**src/sv/llp_pkg.sv**
```systemverilog
// Shared types and constants for the layered lithostatic pressure block.
// Used by the front, queue, back and top-level modules; depends on nothing.
package llp_pkg;

  // Input item kinds as carried in tuser.
  localparam logic [1:0] MODE_HEIGHT = 2'd0;
  localparam logic [1:0] MODE_DENS   = 2'd1;
  localparam logic [1:0] MODE_COMP   = 2'd2;

  // Configuration register indexes.
  localparam logic [2:0] CFG_LAYERS  = 3'd0;
  localparam logic [2:0] CFG_GRAVITY = 3'd1;
  localparam logic [2:0] CFG_DEPTH   = 3'd2;
  localparam logic [2:0] CFG_ROWS    = 3'd3;
  localparam logic [2:0] CFG_THREE   = 3'd4;

  localparam logic signed [63:0] P_MAX = 64'sh7fff_ffff_ffff_ffff;
  localparam logic signed [63:0] P_MIN = 64'sh8000_0000_0000_0000;

  typedef enum logic [1:0] {
    K_HEIGHT,
    K_DENS,
    K_COMP
  } kind_t;

  // One classified item waiting for the back end.
  typedef struct packed {
    kind_t        kind;
    logic [5:0]   x;
    logic [5:0]   y;
    logic [3:0]   li;
    logic [11:0]  row;
    logic [31:0]  value;
    logic         bad;
  } entry_t;

  typedef struct packed {
    logic [3:0]   layer_count;
    logic [15:0]  gravity_accel;
    logic [29:0]  domain_depth;
    logic [11:0]  rows_minus_one;
    logic         three_dim;
  } cfg_t;

  typedef struct packed {
    logic [63:0]  pressure;
    logic         saturated;
    logic         bad_index;
  } res_t;

  typedef enum logic [3:0] {
    B_IDLE,
    B_MULD,
    B_DINIT,
    B_DIV,
    B_ZSET,
    B_STEP,
    B_RD,
    B_ACC,
    B_CMP,
    B_MUL0,
    B_MUL1,
    B_MUL2,
    B_COMB,
    B_ADD,
    B_OUT
  } bstate_t;

endpackage

```
**src/sv/llp_front.sv**
```systemverilog
// Front end: accepts input items, drops unusable writes, flags bad computes.
// Depends on llp_pkg.
module llp_front #(
  parameter int MAX_LAYERS = 8,
  parameter int COLUMNS_X  = 64,
  parameter int COLUMNS_Y  = 64
) (
  input  logic            s_axis_tvalid,
  output logic            s_axis_tready,
  input  logic [63:0]     s_axis_tdata,
  input  logic [1:0]      s_axis_tuser,
  input  llp_pkg::cfg_t   cfg,
  input  logic            q_full,
  output logic            push,
  output llp_pkg::entry_t push_entry
);
  import llp_pkg::*;

  logic keep;

  assign s_axis_tready = !q_full;

  // Unpack the fields and classify the item.
  always_comb begin
    push_entry.x     = s_axis_tdata[5:0];
    push_entry.y     = s_axis_tdata[11:6];
    push_entry.li    = s_axis_tdata[15:12];
    push_entry.row   = s_axis_tdata[27:16];
    push_entry.value = s_axis_tdata[59:28];
    push_entry.kind  = K_COMP;
    push_entry.bad   = 1'b0;
    keep = 1'b0;
    case (s_axis_tuser)
      MODE_HEIGHT: begin
        push_entry.kind = K_HEIGHT;
        keep = (int'(push_entry.x) < COLUMNS_X) && (int'(push_entry.y) < COLUMNS_Y)
            && (int'(push_entry.li) < MAX_LAYERS);
      end
      MODE_DENS: begin
        push_entry.kind = K_DENS;
        keep = int'(push_entry.li) <= MAX_LAYERS;
      end
      MODE_COMP: begin
        keep = 1'b1;
        push_entry.bad = (int'(push_entry.x) + 1 >= COLUMNS_X)
            || (push_entry.row >= cfg.rows_minus_one)
            || (cfg.three_dim ? (int'(push_entry.y) + 1 >= COLUMNS_Y)
                              : (int'(push_entry.y) >= COLUMNS_Y));
      end
      default: keep = 1'b0;
    endcase
  end

  assign push = s_axis_tvalid && !q_full && keep;

endmodule

```
**config.mk**
```make
export PLATFORM = sky130hd
export DESIGN_NAME = llp_front
export DESIGN_NICKNAME = d
export VERILOG_FILES = /design/src/sv/llp_pkg.sv /design/src/sv/llp_front.sv
export SDC_FILE = /design/constraint.sdc
export NUM_CORES = 1
export LEC_CHECK = 0
export ABC_AREA = 1
export BUFFER_PORTS_ARGS = -buffer_cell sky130_fd_sc_hd__buf_2
export CAP_MARGIN = 20
export CORE_AREA = 3 3 76 78
export DETAILED_ROUTE_END_ITERATION = 12
export DIE_AREA = 0 0 79 81
export GPL_ROUTABILITY_DRIVEN = 0
export GPL_TIMING_DRIVEN = 0
export SLEW_MARGIN = 0
export SYNTH_ARGS = -nofsm -noshare
export SYNTH_HDL_FRONTEND = slang
export SYNTH_SLANG_ARGS = --single-unit
```
**constraint.sdc**
```tcl
create_clock -name vclk -period 2.8
set_clock_uncertainty 0.2 [all_clocks]
set_input_delay 0.28 -clock vclk [all_inputs]
set_output_delay 0.28 -clock vclk [all_outputs]
set_load 0.03 [all_outputs]
```
# Yosys cells after proc, flatten, opt, wreduce, memory -nomap -nowiden
# Cells that the tools add are included.
[classes]
add_sub_neg = 2
magnitude_cmp = 5
eq_ne = 2
n_mux = 4
reduce_logical = 6
[ops]
columns = ["operator", "count"]
rows = [
  ["$add 6x1->7 const B", 2],
  ["$ge 7x7->1 const B", 2],
  ["$ge 12x12->1", 1],
  ["$le 4x4->1 const B", 1],
  ["$lt 4x4->1 const B", 1],
  ["$pmux 2 s2", 1],
  ["$pmux 1 s3", 1],
  ["$eq 2x1->1 const B", 1],
  ["$eq 2x2->1 const B", 1],
  ["$logic_and 1x1->1", 2],
  ["$logic_not 2->1", 1],
  ["$logic_or 1x1->1", 2],
  ["$mux 1", 2],
  ["$logic_not 1->1", 1],
]
[word_totals]
ff_bits = 0
out_inout_bits = 65
elab_cells = 19

# Depth between registers and ports, before layout
# Gate-level depths: netlist (run 1).
[depth]
depth_word = 5
depth_mapped = 11
ltp_nobuf = 11

# Worst setup path before layout (run 1)
# No wires, ideal clock.
[synth_path]
path_kind = "in2out"
start = "input port cfg[4] in the netlist's numbering"
end = "output port push_entry[0] in the netlist's numbering"
arrival_time_ns = 1.271
path_slack_ns = 1.049
stages = 10
cell_sequence = "inv_1 -> ha_1 -> nand2_1 -> nor2_1 -> nor2_1 -> nand2_1 -> nand2_1 -> nand2_1 -> nand2_1 -> a21oi_2"
[synth_rtl]
columns = ["item", "line_no", "source"]
rows = [
  ["from (decl)", "llp_front.sv:12", "input llp_pkg::cfg_t cfg,"],
  ["to (decl)", "llp_front.sv:15", "output llp_pkg::entry_t push_entry"],
]

==> run summary, run 1 <==
status = completed
fin util = 0.293
MaxCap Viol Count = 0
Max Used Layer = met3
critical path class = in2out
cell taking the most area after synthesis = buf_4
worst path cell trace = buf_2, ha_1, nand2_1, nor2_1, nor2_1, nand2_1, nand2_1, nand2_1, nand2_1, a21oi_2, buf_2
CP max FO = 2
seq_cells = 0
share of layout cells above drive strength 1 = 0.692
syn_area_per_cell = 6.34 sq um
worst hold slack = 0.610 ns
Period Utilization, post-route = 0.681
largest net degree at the start of global routing = 5
WL met2 = 1160 um
maximum clock frequency = 525 MHz
die area = 6400 sq um
power consumption = 0.293 mW
total wire length = 2370 um
post-CTS setup buffers = 0
Area after DPL = 1510 sq um
Slew @ Worst Pin = 0.175 ns
Via density = 3.36
Synth Instances = 137
detailed router's first-iteration violation count = 5
final worst setup slack = 0.893 ns
antenna viol nets, final = 0
number of synthesis warnings = 0
RSZ-0062 raised after global routing = no
clkbuf count = 0
DRC errors left = 0
main area contributors after synthesis = buf_4 52%, ha_1 17%, inv_1 9.1%, nand2_1 8.2%, nor2_1 4.8%
synthesized cell area = 868 sq um
I/O pin total = 196
Design Area, Final = 1510 sq um
Placed Instances = 317
first-pass iteration count of the detailed router = 2
top-area cell type share of the netlist area = 0.519
area of the multi-input gates = 335 sq um
Area growth syn-to-layout = 73.5%
nature of the critical path endpoint = output port
initial antenna violation count = 0
post-cts repair resize count = 0
Pleak = 1.01 nW
sequential-to-total area share from yosys stat = 0
sequential cell area = 0 sq um
Critical Path Max Stage Delay = 0.29 ns
Worst slew margin = 0.882
Initial Util = 0.169
Tmin final = 1.91 ns
syn nets = 280
element type at the critical path start = input pin
routed wire length on met3 = 370 um
Pins Over Slew Limit = 0
GRT Util Overall = 0.0575
Max VDD drop = 0.0000748 V
DIE WIDTH = 79 um
Filler cells = 588
ant diodes = 0
core area = 5140 sq um
Vias = 1065
final setup fails = 0
vias in the first global route = 854
DP HPWL = 2330 um
CP max stage cell = ha_1
Hold Fails Final Rpt = 0
worst min path class = in2out
Data arrival, critical path = 1.43 ns
fin cells = 317
nets@finish = 392
Die H = 81 um
P per Cell Area = 195 nW/um^2
gr ovfl total = 0
first-pass GRT wire length = 3260 um
CP dominant cell by count = nand2_1
# hold bufs at CTS = 0
Yosys cell types = 12
port buffer count = 110
WP data required = 2.32 ns
pre-CTS setup slack = 0.853 ns
cell row count = 26
DRT met1 WL = 836 um
setup tns final = 0 ns
WL/cell = 7.48 um
[critical path: cells and delay by family]
kind / cells / cell delay [ns]
AOI/OAI and AO/OA: 1 / 0.10
adders and majority gates: 1 / 0.29
buffers and inverters: 2 / 0.31
and+or+nand+nor: 7 / 0.44
[logic make-up (layout without fill, tap and decap cells)]
family                   after synthesis  in the layout  synth area share
AO/OA/AOI/OAI                          8              8            0.0533
adder cells (fa/ha/maj)               12             12             0.173
AND/OR/NAND/NOR                       35             35             0.160
buffers and inverters                 82            192             0.614
[synthesized netlist by cell type]
| library cell | n |
|---|---|
| buf_4 | 60 |
| inv_1 | 21 |
| ha_1 | 12 |
| o21a_1 | 1 |
| a21oi_2 | 1 |
| nor2_1 | 11 |
| a21oi_1 | 4 |
| nand3_1 | 4 |
| clkbuf_1 | 1 |
| nand2_1 | 19 |
| o21ai_0 | 2 |
| nand4_1 | 1 |
[power breakdown]
part / leakage, nW / switching, mW / internal [mW]
registers: 0 / 0 / 0
clock network: 0 / 0 / 0
logic: 1.01 / 0.166 / 0.127
[layout by cell type (no fill, tap or decap)]
cell type / instances
buf_2: 110
buf_4: 60
inv_1: 21
nand2_1: 19
ha_1: 12
nor2_1: 11
a21oi_1: 4
nand3_1: 4
o21ai_0: 2
clkbuf_1: 1
o21a_1: 1
nand4_1: 1
a21oi_2: 1
[path summary, 6_finish.rpt]
| kind | end | cells after the start | startpoint | slack (ns) |
|---|---|---|---|---|
| setup / recovery | push_entry[0] | 11 | s_axis_tdata[19] | 0.89 |
| hold / removal | push_entry[13] | 2 | s_axis_tdata[40] | 0.61 |
[final cells by class]
class                           instances  share of cell area
Tap cell                               70              0.0581
Buffer                                 61               0.301
Multi-Input combinational cell         55               0.223
Inverter                               21              0.0523
Timing Repair Buffer                  110               0.365
[metal layers]
| layer | vias up | track usage |
|---|---|---|
| met4 | 0 | 0 |
| met5 | - | 0 |
| li1 | 577 | - |
| met3 | 0 | 0.00554 |
| met1 | 408 | 0.0684 |
| met2 | 80 | 0.117 |
No activity file was read; power rests on OpenSTA's default activity.
==> run 2, diff against run 1 <==
ABC_AREA = 0   (was 1)
CORE_AREA = 3 3 74 76   (was 3 3 76 78)
DIE_AREA = 0 0 77 79   (was 0 0 79 81)
clock period = 2 ns   (was 2.8 ns; I/O delays follow)
==> run 2 against run 1 <==
Net effect:
- flip-flop and latch count unchanged
- global-route usage increased by 1.8 points
- setup slack lost 0.79 ns
- total power up 40%
- die area is 4.9% lower
- sequential share of layout area did not move
- area after synthesis is 5.2% lower
- clock-buffer cell count unchanged
- utilization up 1.9 points
- via count fell by 1.0%
- non-clock buffer count did not move
- hold slack worse by 0.16 ns
- critical path type unchanged
- largest cell class unchanged
==> run summary, run 2 <==
status = completed
syn nets = 258 (-7.9%)
first-pass GRT wire length = 3990 um (+22%)
hold path cells = 2 (unchanged)
Tmin final = 1.89 ns
Hold Crit Endpoint = push_entry[8]
Placed Instances = 292 (-7.9%)
element type at the critical path start = input pin
Pins Over Slew Limit = 0 (unchanged)
Via density = 3.61 (+7.4%)
sequential cell area = 0 sq um (unchanged)
I/O pin total = 196 (unchanged)
largest net degree at the start of global routing = 5 (unchanged)
Hold Fails Final Rpt = 0 (unchanged)
GRT Util Overall = 0.0753 (+0.0177)
first-pass iteration count of the detailed router = 2 (unchanged)
syn_area_per_cell = 7.16 sq um (+13%)
Area growth syn-to-layout = 81.2%
initial antenna violation count = 0 (unchanged)
detailed router's first-iteration violation count = 1 (-4)
power consumption = 0.410 mW (+40%)
P per Cell Area = 275 nW/um^2 (+41%)
Slew @ Worst Pin = 0.273 ns (+0.0978 ns)
worst hold path startpoint = s_axis_tdata[35]
Die H = 79 um (-2.5%)
total wire length = 2710 um (+14%)
Period Utilization, post-route = 0.947
synth cell count leaders = 60 x buf_4, 14 x inv_1, 12 x ha_1
Initial Util = 0.172 (+0.00309)
cell row count = 25 (-3.8%)
nets@finish = 370 (-5.6%)
port buffer count = 110 (unchanged)
RSZ-0062 raised after global routing = no
sequential-to-total area share from yosys stat = 0 (unchanged)
Max VDD drop = 0.000129 V (+73%)
post-CTS setup buffers = 0 (unchanged)
CP max FO = 2 (unchanged)
most frequent cell after synthesis = buf_4
Vias = 1054 (-1.0%)
worst min path class = in2out
Pleak = 0.965 nW (-4.1%)
# hold bufs at CTS = 0 (unchanged)
final setup fails = 0 (unchanged)
top-area cell type share of the netlist area = 0.547 (+0.0284)
main area contributors after synthesis = buf_4 55%, ha_1 18%, inv_1 6.4%, a21oi_1 3.0%, o21ai_0 2.4%
ant diodes = 0 (unchanged)
gr ovfl total = 0 (unchanged)
share of layout cells above drive strength 1 = 0.778 (+0.0855)
nature of the critical path endpoint = output port
Synth Instances = 115 (-16%)
CP max stage cell = a2111o_1
WL/cell = 9.27 um (+24%)
vias in the first global route = 1024 (+20%)
synthesized cell area = 823 sq um (-5.2%)
fin cells = 292 (-7.9%)
commonest cells after routing, fill and taps aside = 109 x buf_2, 60 x buf_4, 14 x inv_1
worst path cell trace = buf_2, inv_1, ha_1, nand2b_4, a2111o_1, a21oi_2, o21ai_2, buf_6
antenna viol nets, final = 0 (unchanged)
Data arrival, critical path = 1.49 ns (+0.06 ns)
most common cell after layout, fill and taps aside = buf_2
Yosys cell types = 19 (+7)
MaxCap Viol Count = 0 (unchanged)
number of synthesis warnings = 0 (unchanged)
Filler cells = 549 (-6.6%)
core area = 4790 sq um (-6.9%)
Critical Path Max Stage Delay = 0.37 ns (+0.08 ns)
Worst slew margin = 0.816 (-0.0659)
clkbuf count = 0 (unchanged)
DRC errors left = 0 (unchanged)
die area = 6080 sq um (-4.9%)
WP data required = 1.60 ns (-0.72 ns)
DIE WIDTH = 77 um (-2.5%)
DP HPWL = 2640 um (+13%)
critical path class = in2out
cell taking the most area after synthesis = buf_4
maximum clock frequency = 528 MHz
seq_cells = 0 (unchanged)
-- run 2: cell types whose count changed after synthesis, sizes merged, moves of 2 or more --
| cell | change |
|---|---|
| nand4 | +2 |
| nand2 | -17 |
| o21ai | +2 |
| nor2 | -8 |
| inv | -7 |
| nand3 | -2 |
-- run 2: final cells by class --
class,instances,area [sq um],area share
repair buffers,110,557,0.373
plain buffers,61,454,0.305
multi-input cells,40,344,0.231
well taps,67,83.8,0.0562
inverters,14,52.6,0.0352
-- run 2: cells by family (layout without fill, tap and decap cells) --
kind of cell / count (synthesis) / after routing / synth area share
simple gates: 15 / 15 / 0.102
buf+inv: 75 / 185 / 0.615
fa+ha+maj: 12 / 12 / 0.182
compound gates: 13 / 13 / 0.100
-- run 2: worst max-delay path, delay by kind of cell --
| family | cells | cell delay (ns) |
|---|---|---|
| AOI/OAI and AO/OA | 3 | 0.61 |
| adders and majority gates | 1 | 0.28 |
| and+or+nand+nor | 1 | 0.14 |
| buffers and inverters | 3 | 0.28 |
-- run 2: worst max path at each step --
stage | start | endpoint | slack (ns) | cells past startpoint
after floorplan | cfg[10] | push_entry[0] | 0.15 | 6
after global placement | s_axis_tdata[16] | push_entry[0] | -0.007 | 8
after detailed placement | s_axis_tdata[16] | push_entry[0] | -0.04 | 8
after CTS | s_axis_tdata[16] | push_entry[0] | 0.006 | 8
after global routing | s_axis_tdata[16] | push_entry[0] | 0.02 | 8
final | s_axis_tdata[16] | push_entry[0] | 0.11 | 8
-- run 2: timing repair --
item / 4_1_cts / 5_1_grt
resized for setup: 3 / 5
pin swaps: 0 / 4
endpoints found under the setup margin: 1 / 1
gates cloned: 0 / 0
-- run 2: metal layers --
| layer | up-vias | track usage | wire [um] |
|---|---|---|---|
| met3 | 0 | 0.0147 | 366 |
| li1 | 534 | - | - |
| met5 | - | 0 | 0 |
| met2 | 89 | 0.158 | 1390 |
| met1 | 431 | 0.0816 | 948 |
| met4 | 0 | 0 | 0 |
-- run 2: report_power, final --
part | internal (mW) | leakage [nW] | total, mW | switching, mW
Sequential | 0 | 0 | 0 | 0
Combinational | 0.181 | 0.965 | 0.410 | 0.229
Clock | 0 | 0 | 0 | 0
Total | 0.181 | 0.965 | 0.410 | 0.229
-- run 2: through the flow --
step / TNS (ns) / hold WS [ns] / cell area (sq um) / setup WS, ns / utilization
floorplan: 0 / 0.310 / 823 / 0.149 / -
global placement: -0.00737 / 0.452 / 1460 / -0.00737 / 0.305
detailed placement: -0.0438 / 0.451 / 1460 / -0.0438 / 0.305
CTS: 0 / 0.451 / 1460 / 0.00581 / 0.306
global route: 0 / 0.453 / 1490 / 0.0238 / 0.312
finish: 0 / 0.450 / 1490 / 0.106 / 0.312
