## src/sv/llp_pkg.sv

```systemverilog
// Shared types and constants for the layered lithostatic pressure block.
// Used by the front, queue, back and top-level modules; depends on nothing.
package llp_pkg;

  // Input item kinds as carried in tuser.
  localparam logic [1:0] MODE_HEIGHT = 2'd0;
  localparam logic [1:0] MODE_DENS   = 2'd1;
  localparam logic [1:0] MODE_COMP   = 2'd2;

  // Configuration register indexes.
  localparam logic [2:0] CFG_LAYERS  = 3'd0;
  localparam logic [2:0] CFG_GRAVITY = 3'd1;
  localparam logic [2:0] CFG_DEPTH   = 3'd2;
  localparam logic [2:0] CFG_ROWS    = 3'd3;
  localparam logic [2:0] CFG_THREE   = 3'd4;

  localparam logic signed [63:0] P_MAX = 64'sh7fff_ffff_ffff_ffff;
  localparam logic signed [63:0] P_MIN = 64'sh8000_0000_0000_0000;

  typedef enum logic [1:0] {
    K_HEIGHT,
    K_DENS,
    K_COMP
  } kind_t;

  // One classified item waiting for the back end.
  typedef struct packed {
    kind_t        kind;
    logic [5:0]   x;
    logic [5:0]   y;
    logic [3:0]   li;
    logic [11:0]  row;
    logic [31:0]  value;
    logic         bad;
  } entry_t;

  typedef struct packed {
    logic [3:0]   layer_count;
    logic [15:0]  gravity_accel;
    logic [29:0]  domain_depth;
    logic [11:0]  rows_minus_one;
    logic         three_dim;
  } cfg_t;

  typedef struct packed {
    logic [63:0]  pressure;
    logic         saturated;
    logic         bad_index;
  } res_t;

  typedef enum logic [3:0] {
    B_IDLE,
    B_MULD,
    B_DINIT,
    B_DIV,
    B_ZSET,
    B_STEP,
    B_RD,
    B_ACC,
    B_CMP,
    B_MUL0,
    B_MUL1,
    B_MUL2,
    B_COMB,
    B_ADD,
    B_OUT
  } bstate_t;

endpackage

```

## src/sv/llp_queue.sv

```systemverilog
// Four-entry queue of classified items between the front and back ends.
// Depends on llp_pkg.
module llp_queue (
  input  logic            clk,
  input  logic            rst,
  input  logic            push,
  input  llp_pkg::entry_t push_entry,
  output logic            full,
  input  logic            pop,
  output logic            head_valid,
  output llp_pkg::entry_t head
);
  import llp_pkg::*;

  entry_t     slots [4];
  logic [1:0] wptr;
  logic [1:0] rptr;
  logic [2:0] count;

  assign full       = count == 3'd4;
  assign head_valid = count != 3'd0;
  assign head       = slots[rptr];

  // Pointer and fill bookkeeping.
  always_ff @(posedge clk) begin
    if (rst) begin
      wptr  <= '0;
      rptr  <= '0;
      count <= '0;
    end else begin
      if (push) begin
        wptr <= wptr + 2'd1;
      end
      if (pop) begin
        rptr <= rptr + 2'd1;
      end
      count <= count + {2'b0, push} - {2'b0, pop};
    end
  end

  // Entry storage.
  always_ff @(posedge clk) begin
    if (push) begin
      slots[wptr] <= push_entry;
    end
  end

endmodule

```

## config.mk

```make
export PLATFORM = sky130hd
export DESIGN_NAME = llp_queue
export DESIGN_NICKNAME = d
export VERILOG_FILES = /design/src/sv/llp_pkg.sv /design/src/sv/llp_queue.sv
export SDC_FILE = /design/constraint.sdc
export NUM_CORES = 1
export LEC_CHECK = 0
export BUFFER_PORTS_ARGS = -buffer_cell sky130_fd_sc_hd__buf_4
export CORE_ASPECT_RATIO = 0.9
export CORE_MARGIN = 4
export CORE_UTILIZATION = 45
export CTS_CLUSTER_DIAMETER = 100
export DETAILED_ROUTE_END_ITERATION = 8
export PLACE_DENSITY = 0.67
export SYNTH_ARGS = -nofsm -noshare
export SYNTH_HDL_FRONTEND = slang
export SYNTH_SLANG_ARGS = --single-unit
```

## constraint.sdc

```tcl
create_clock -name clk -period 3.1 [get_ports clk]
set_clock_uncertainty 0.1 [all_clocks]
set_input_delay 0.155 -clock clk [delete_from_list [all_inputs] [get_ports clk]]
set_output_delay 0.155 -clock clk [all_outputs]
set_load 0.02 [all_outputs]
```

# [Word-level counts from Yosys, hierarchy flattened]
# Memory sizes are Yosys's and may differ from the RTL's. A register that Yosys moved wholly into a read port is not among the register bits.
# Index checks and enable logic that the tools add are counted.
[classes] reduce_logical=1 add_sub_neg=4 eq_ne=1 muxes=4
[op_table] cell="$add A2 B1 Y2 const B" n=2
[op_table] cell="$mux W2" n=2
[op_table] cell="$add A3 B1 Y3" n=1
[op_table] cell="$eq A3 B3 Y1 const B" n=1
[op_table] cell="$reduce_bool A3 Y1" n=1
[op_table] cell="$sub A3 B1 Y3" n=1
[op_table] cell="$mux W1" n=2
[totals] n_memories=1 mem_bits_rw=252 regBits=7 input_bits=67 output_inout_bits=65
[mem_list] memory="slots" depth=4 word_bits=63 read_ports=1 rd_ports_with_merged_regs=1 write_ports=1 line_no="llp_queue.sv:15" text="entry_t slots [4];"

# [Depth between registers and ports, before layout]
# Gate-level depths: netlist (run 1).
[logic_depth] word_depth=3 depth_mapped=7 depth_no_buf=7

# [Worst setup path after synthesis (run 1)]
# No wires, ideal clock.
[synth_timing] path_type="flip-flop to flip-flop" startpoint="register wptr[0]" endpoint="memory slots[2][0] in the netlist's numbering, enable pin" period_less_slack_ps=2553 t_required_ps=2573 setup_ps=427 arrival_ps=2025 stages_incl_launch_ff=4 path_slack_ps=547 n_path_buf=0 cell_sequence="dfxtp_1 inv_1 ha_1 and2_1"
[synth_rtl] element="start: declaration" line_no="llp_queue.sv:16" text="logic [1:0] wptr;"
[synth_rtl] element="start signal: assignment" line_no="llp_queue.sv:32" text="wptr <= wptr + 2'd1;"
[synth_rtl] element="end: declaration" line_no="llp_queue.sv:15"
# No word-level cell before the write port.

==> qor.csv, run 1 <==
stage,metric,value,unit
global_routing,pin count of the biggest net entering global routing,44,
power,Leak Pwr,4.25,nW
clock_network,Clock Tree Root,clkbuf_16,
timing,worst hold slack,0.271,ns
outcome,status,finished clean,
global_routing,"Remaining Overflow, GRT",0,
timing,crit path time final,2.52,ns
timing,RSZ-0062 raised after global routing,false,
logic_synthesis,Area contributors post-synth,"edfxtp_1 79%, mux4_2 14%, dfxtp_1 1.9%, buf_12 1.3%, mux4_1 0.82%",
placement,IO buf count,131,
detailed_routing,drt drc,0,
logic_synthesis,Synth Area per Inst,25.9,um^2
global_routing,first-pass GRT wire length,28300,um
cells_and_area,net count reported at finish,668,
placement,Post-DP HPWL,10400,um
detailed_routing,DRT iter0 DRCs,276,
logic_synthesis,"Cell Area, Synth",0.00960,mm^2
floorplan,DIE AREA,0.0237,mm^2
timing,Worst-Margin Slew,0.612,ns
logic_synthesis,Yosys reg bits,261,
cells_and_area,share of cells above drive strength 1,39.7,%
clock_network,clock latency on the worst-skew pair,0.52,ns
floorplan,core area,0.0209,mm^2
floorplan,die width,162,um
cells_and_area,Layout fillers,1523,
timing,final worst path period share,81.4,%
critical_path,Crit. End Element,output port,
cells_and_area,P&R area growth vs syn,29.2,%
cells_and_area,Reg area,0.00775,mm^2
worst_hold_path,worst hold stages,2,
clock_network,htree depth,1,
logic_synthesis,post-synthesis sequential area ratio,80.7,%
timing,setup_tns,0,ns
floorplan,Die Y-Extent,147,um
critical_path,Crit Path Max Fanout,25,
cells_and_area,design area,0.0124,mm^2
critical_path,Worst path slowest cell,dfxtp_4,
logic_synthesis,syn_nets,445,
clock_network,# Post-CTS Setup Buffers,0,
logic_synthesis,Unique masters post-synth,22,
clock_network,post-CTS resize count,0,
detailed_routing,first-pass iteration count of the detailed router,4,
detailed_routing,DR vias,4548,
logic_synthesis,Post-Syn Instances,371,
worst_hold_path,Hold Crit Endpoint,slots[3][16]$_DFFE_PP_,
logic_synthesis,YS warnings,0,
critical_path,r2r setup slk,1.16,ns
critical_path,Worst R2R End,count[2]$_SDFF_PP0_,
critical_path,sequence of cells on the critical path,buf_12 -> mux4_1 -> buf_4,
clock_network,CTS tree,built,
job,total of max-cap violations,0,
power,power per cell area,644,mW/mm^2
critical_path,reg2reg path depth,7,
cells_and_area,Multi-input gate area,0.00168,mm^2
floorplan,Row Count,50,
detailed_routing,Routed Antenna Nets,0,
clock_network,"Reg clk slew, reported paths",0.06,ns
worst_hold_path,Tightest Hold Check Type,in -> reg,
detailed_routing,via density per instance,5.04,
detailed_routing,DRT Wirelength,18000,um
clock_network,clock sink total,261,
timing,max frequency,396,MHz
global_routing,antenna violations before repair,1,
worst_hold_path,hold_sp,push_entry[16],
placement,Area after DPL,0.0109,mm^2
timing,endpoints failing hold,0,
clock_network,clock buffers created by TritonCTS,27,
critical_path,worst path required time,2.84,ns
floorplan,Initial Util,46.0,%
timing,max-slew violations,0,
critical_path,arrival time worst endpoint,2.27,ns
timing,setup violators final,0,
global_routing,GRT Util Overall,15.2,%
critical_path,critical path type,reg -> out,
critical_path,crit-path max cell delay,0.71,ns
floorplan,I/O pins,132,
clock_network,Clock Path Buffers,3,
detailed_routing,drt wl/cell,20.0,um
critical_path,Startpoint Class,flop,
critical_path,reg2reg start,count[0]$_SDFF_PP0_,
placement,Placer Congestion,0.682,
logic_synthesis,Synth top area share,78.8,%
global_routing,vias in the first global route,5063,
power,Max rail drop VDD,0.430,mV
timing,Max-slew headroom,59.2,%
logic_synthesis,Synth area leader,edfxtp_1,
cells in the mapped netlist:
library cell	instances
a21bo_2	1
a21oi_1	1
and2_1	4
and3_1	1
buf_12	6
buf_2	6
buf_6	1
clkbuf_1	1
dfxtp_1	9
edfxtp_1	252
fa_1	1
ha_1	6
inv_1	6
mux2i_1	1
mux4_1	3
mux4_2	60
nand3b_1	1
nor2_1	5
nor2b_1	2
or3_1	1
xnor2_1	2
xor3_1	1
report_power, final:
part	internal [mW]	leakage (nW)	switching [mW]
registers	4.05	2.39	0.0783
clock network	1.60	0.385	1.24
logic	0.518	1.48	0.497
how the worst max path moves through the flow:
stage	from	to	slack, ns	cells after the start
2_1_floorplan	wptr[0]$_SDFFE_PP0P_	slots[2][0]$_DFFE_PP_	0.55	3
5_1_grt	flop	head[59]	0.44	3
3_5_place_dp	flop	head[59]	1.08	3
3_3_place_gp	flop	head[59]	1.10	3
6_report	flop	head[59]	0.58	3
4_1_cts	flop	head[59]	0.51	3
area by class of cell:
class,instances,share of cell area [%]
antenna,1,0.0202
inverter,6,0.182
multi-input combinational,90,13.5
sequential,261,62.5
clock buffer,33,5.63
timing repair buffer,208,14.5
tap,286,2.89
clock inverter,17,0.686
registers in the layout (all words and copies together), names as in the netlist, named ones only:
| signal | count |
|---|---|
| slots | 252 |
| wptr | 2 |
| rptr | 2 |
| count | 3 |
placed cells by master, fill, tap and decap left out, types with 2 or more instances in the layout:
cell / netlist / final
and2_4: 0 / 4
buf_12: 6 / 6
buf_4: 0 / 135
clkbuf_1: 1 / 6
clkbuf_16: 0 / 27
clkinv_1: 0 / 8
clkinv_2: 0 / 6
dfxtp_1: 9 / 7
dfxtp_4: 0 / 2
dlygate4sd3_1: 0 / 67
edfxtp_1: 252 / 252
ha_1: 6 / 6
inv_1: 6 / 6
mux4_1: 3 / 3
mux4_2: 60 / 60
nor2_1: 5 / 5
nor2b_1: 2 / 2
xnor2_1: 2 / 2
metal layers:
metal  up-vias  global-route usage, %  share of wire [%]
met5         -                      0                  0
met2       119                   25.0                 49
li1       2024                      -                  -
met4         0                   3.42                1.9
met1      2377                   21.2                 44
met3        28                   3.33                5.2
critical path, delay by kind of cell, from the launching register on:
family | cells | cell delay [ns]
buf+inv | 2 | 0.44
mux | 1 | 0.59
flops | 1 | 0.71
metrics by stage:
stage	worst slack, ns	power, mW	std cells	util, %
floorplan	0.547	4.76	371	-
global placement	1.10	5.13	784	52.4
detailed placement	1.08	5.16	784	52.4
CTS	0.510	8.08	901	59.3
global route	0.441	8.31	902	59.4
finish	0.576	7.99	902	59.4
repair_timing:
item	CTS	global route
endpoints found under the setup margin	0	0
hold endpoints to repair	261	0
hold buffers	67	0
cell families after synthesis:
logic type      count (synthesis)  synth area share, %
fa+ha+maj                       7                0.990
simple gates                   14                0.795
xor+xnor                        3                0.430
buf+inv                        20                 1.95
mux                            64                 15.0
compound gates                  2                0.156
flops                         261                 80.7
Note: power is estimated with default switching activity, not from simulation.
==> run 2, diff against run 1 <==
--- a/config.mk
+++ b/config.mk
@@ -11,7 +11,7 @@
 export CORE_UTILIZATION = 45
 export CTS_CLUSTER_DIAMETER = 100
 export DETAILED_ROUTE_END_ITERATION = 8
-export PLACE_DENSITY = 0.67
+export PLACE_DENSITY = 0.69
 export SYNTH_ARGS = -nofsm -noshare
 export SYNTH_HDL_FRONTEND = slang
 export SYNTH_SLANG_ARGS = --single-unit
==> constraint.sdc (replaced) <==
create_clock -name clk -period 2.2 [get_ports clk]
set_clock_uncertainty 0.1 [all_clocks]
set_input_delay 0.11 -clock clk [delete_from_list [all_inputs] [get_ports clk]]
set_output_delay 0.11 -clock clk [all_outputs]
set_load 0.02 [all_outputs]
==> qor.csv, run 2 (same netlist as run 1, synthesis figures left out) <==
stage,metric,value,unit,change
clock_network,"Reg clk slew, reported paths",0.06,ns,about the same
critical_path,WP depth,3,,unchanged
clock_network,clock latency on the worst-skew pair,0.51,ns,was 0.52 ns
timing,Max-slew headroom,77.7,%,was 59.2%
critical_path,worst path required time,1.99,ns,was 2.84 ns
detailed_routing,DRT Wirelength,17800,um,was 18000 um
critical_path,Worst R2R End,count[2]$_SDFF_PP0_,,unchanged
detailed_routing,DR vias,4580,,was 4548
global_routing,vias in the first global route,5024,,was 5063
detailed_routing,first-pass iteration count of the detailed router,4,,unchanged
worst_hold_path,worst hold stages,2,,unchanged
timing,max frequency,467,MHz,
floorplan,core area,0.0209,mm^2,unchanged
outcome,status,finished clean,,unchanged
critical_path,cell family with most CP delay,multiplexers,,was flip-flops
job,total of max-cap violations,0,,unchanged
critical_path,reg2reg path depth,7,,unchanged
power,power per cell area,923,mW/mm^2,was 644 mW/mm^2
floorplan,Die Y-Extent,147,um,unchanged
critical_path,Crit. End Element,output port,,unchanged
placement,Post-Place Worst Slack,0.351,ns,was 1.08 ns
placement,IO buf count,131,,unchanged
detailed_routing,drt drc,0,,unchanged
critical_path,Startpoint Class,flop,,unchanged
timing,setup_tns,0,ns,unchanged
critical_path,sequence of cells on the critical path,buf_12 -> mux4_1 -> buf_4,,unchanged
placement,Post-DP HPWL,10300,um,was 10400 um
cells_and_area,P&R area growth vs syn,31.2,%,was 29.2%
global_routing,GRT Util Overall,14.8,%,was 15.2%
detailed_routing,Routed Antenna Nets,0,,unchanged
floorplan,Row Count,50,,unchanged
global_routing,"Remaining Overflow, GRT",0,,unchanged
floorplan,DIE AREA,0.0237,mm^2,unchanged
clock_network,# Post-CTS Setup Buffers,0,,unchanged
global_routing,antenna violations before repair,0,,was 1
timing,RSZ-0062 raised after global routing,true,,was false
critical_path,reg2reg start,count[0]$_SDFF_PP0_,,unchanged
timing,final worst path period share,97.3,%,
critical_path,Worst path slowest cell,mux4_1,,was dfxtp_4
clock_network,CTS tree,built,,unchanged
timing,setup violators final,0,,unchanged
critical_path,Crit Path Max Fanout,29,,was 25
cells_and_area,"commonest non-fill, non-tap cell in the layout",edfxtp_1,,unchanged
critical_path,arrival time worst endpoint,1.93,ns,was 2.27 ns
cells_and_area,largest registers,"slots x252, count x3",,unchanged
clock_network,clock buffers created by TritonCTS,27,,unchanged
cells_and_area,Final Non-Filler Cells,901,,was 902
power,Leak Pwr,4.32,nW,was 4.25 nW
cells_and_area,post-layout util,60.3,%,was 59.4%
placement,Area after DPL,0.0110,mm^2,was 0.0109 mm^2
clock_network,Clock Path Buffers,3,,unchanged
cells_and_area,design area,0.0126,mm^2,was 0.0124 mm^2
timing,post-route setup slack,0.0603,ns,was 0.576 ns
floorplan,I/O pins,132,,unchanged
detailed_routing,drt wl/cell,19.7,um,was 20.0 um
timing,Worst-Margin Slew,0.335,ns,was 0.612 ns
global_routing,pin count of the biggest net entering global routing,35,,was 44
critical_path,buffer and inverter count on the worst path,2,,unchanged
critical_path,r2r setup slk,0.29,ns,was 1.16 ns
cells_and_area,net count reported at finish,670,,was 668
detailed_routing,DRT iter0 DRCs,250,,was 276
cells_and_area,register with the most flip-flops,slots,,unchanged
cells_and_area,Antenna Cells,0,,was 1
timing,endpoints failing hold,0,,unchanged
cells_and_area,max reg flops,252,,unchanged
clock_network,htree depth,1,,unchanged
cells_and_area,"commonest non-fill, non-tap cells in the layout","252 x edfxtp_1, 117 x buf_4, 67 x dlygate4sd3_1",,"was 252 x edfxtp_1, 135 x buf_4, 67 x dlygate4sd3_1"
global_routing,first-pass GRT wire length,27700,um,was 28300 um
timing,max-slew violations,0,,unchanged
detailed_routing,via density per instance,5.08,,was 5.04
worst_hold_path,Tightest Hold Check Type,in -> reg,,unchanged
timing,crit path time final,2.14,ns,
cells_and_area,share of cells above drive strength 1,40.0,%,was 39.7%
floorplan,die width,162,um,unchanged
critical_path,crit-path max cell delay,0.61,ns,was 0.71 ns
placement,Placer Congestion,0.711,,was 0.682
critical_path,critical path type,reg -> out,,unchanged
clock_network,Clock Tree Root,clkbuf_16,,unchanged
placement,placed cell count,786,,was 784
clock_network,clock sink total,261,,unchanged
critical_path,Critical Path Sink,head[62],,was head[59]
floorplan,Initial Util,46.0,%,unchanged
power,Max rail drop VDD,0.552,mV,was 0.430 mV
==> run 2: changes by cell type in the layout (fill, tap and decap cells not counted) <==
cell	before	now
buf_4	135	117
bufinv_16	0	3
clkinv_1	8	5
mux4_1	3	2
diode_2	1	0
buf_6	0	15
mux4_2	60	61
buf_12	6	10
clkinv_4	1	0
clkinv_2	6	3
clkbuf_1	6	8
buf_16	0	1
==> run 2: worst min-delay path by stage <==
| stage | startpoint | endpoint | slack [ns] |
|---|---|---|---|
| final | push_entry[16] | slots[2][16]$_DFFE_PP_ | 0.24 |
| after global routing | push_entry[22] | slots[3][22]$_DFFE_PP_ | 0.23 |
| after CTS | push_entry[14] | slots[0][14]$_DFFE_PP_ | 0.21 |
| after detailed placement | push_entry[51] | slots[0][51]$_DFFE_PP_ | 0.21 |
| after global placement | push_entry[20] | slots[0][20]$_DFFE_PP_ | 0.21 |
| after floorplan | rst | count[0]$_SDFF_PP0_ | 0.08 |
==> run 2: cell type report <==
class / instances / area [um^2]
clock buffer: 35 / 706
clock inverter: 13 / 140
fill: 1509 / 8290
inverter: 6 / 22.5
multi-input combinational: 90 / 1670
sequential: 261 / 7750
tap: 286 / 358
timing repair buffer: 210 / 1950
==> run 2: per-layer routing <==
layer  GRT usage, %  routed length (um)  vias to the layer above  share of wire, %
met5              0                   0                        -                 0
met4           3.34                 385                        0               2.2
met3           2.94                 828                       30               4.7
met2           24.9                9150                      120                52
met1           20.2                7390                     2402                42
li1               -                   -                     2028                 -
==> run 2: what timing repair did <==
action,CTS,global route
hold buffers,67,0
endpoints found under the setup margin,3,25
gates resized for setup,0,17
hold endpoints to repair,261,0
==> run 2: stage by stage <==
step | hold slack [ns] | total power, mW
final | 0.240 | 11.6
after global routing | 0.231 | 12.1
after CTS | 0.208 | 11.7
after detailed placement | 0.213 | 7.29
after global placement | 0.207 | 7.25
after floorplan | 0.0816 | 6.69
==> run 2: power by group <==
group | leakage, nW | total (mW) | switching (mW) | internal [mW]
combinational | 1.52 | 1.52 | 0.740 | 0.775
clock | 0.409 | 4.32 | 1.72 | 2.60
sequential | 2.39 | 5.79 | 0.0777 | 5.71
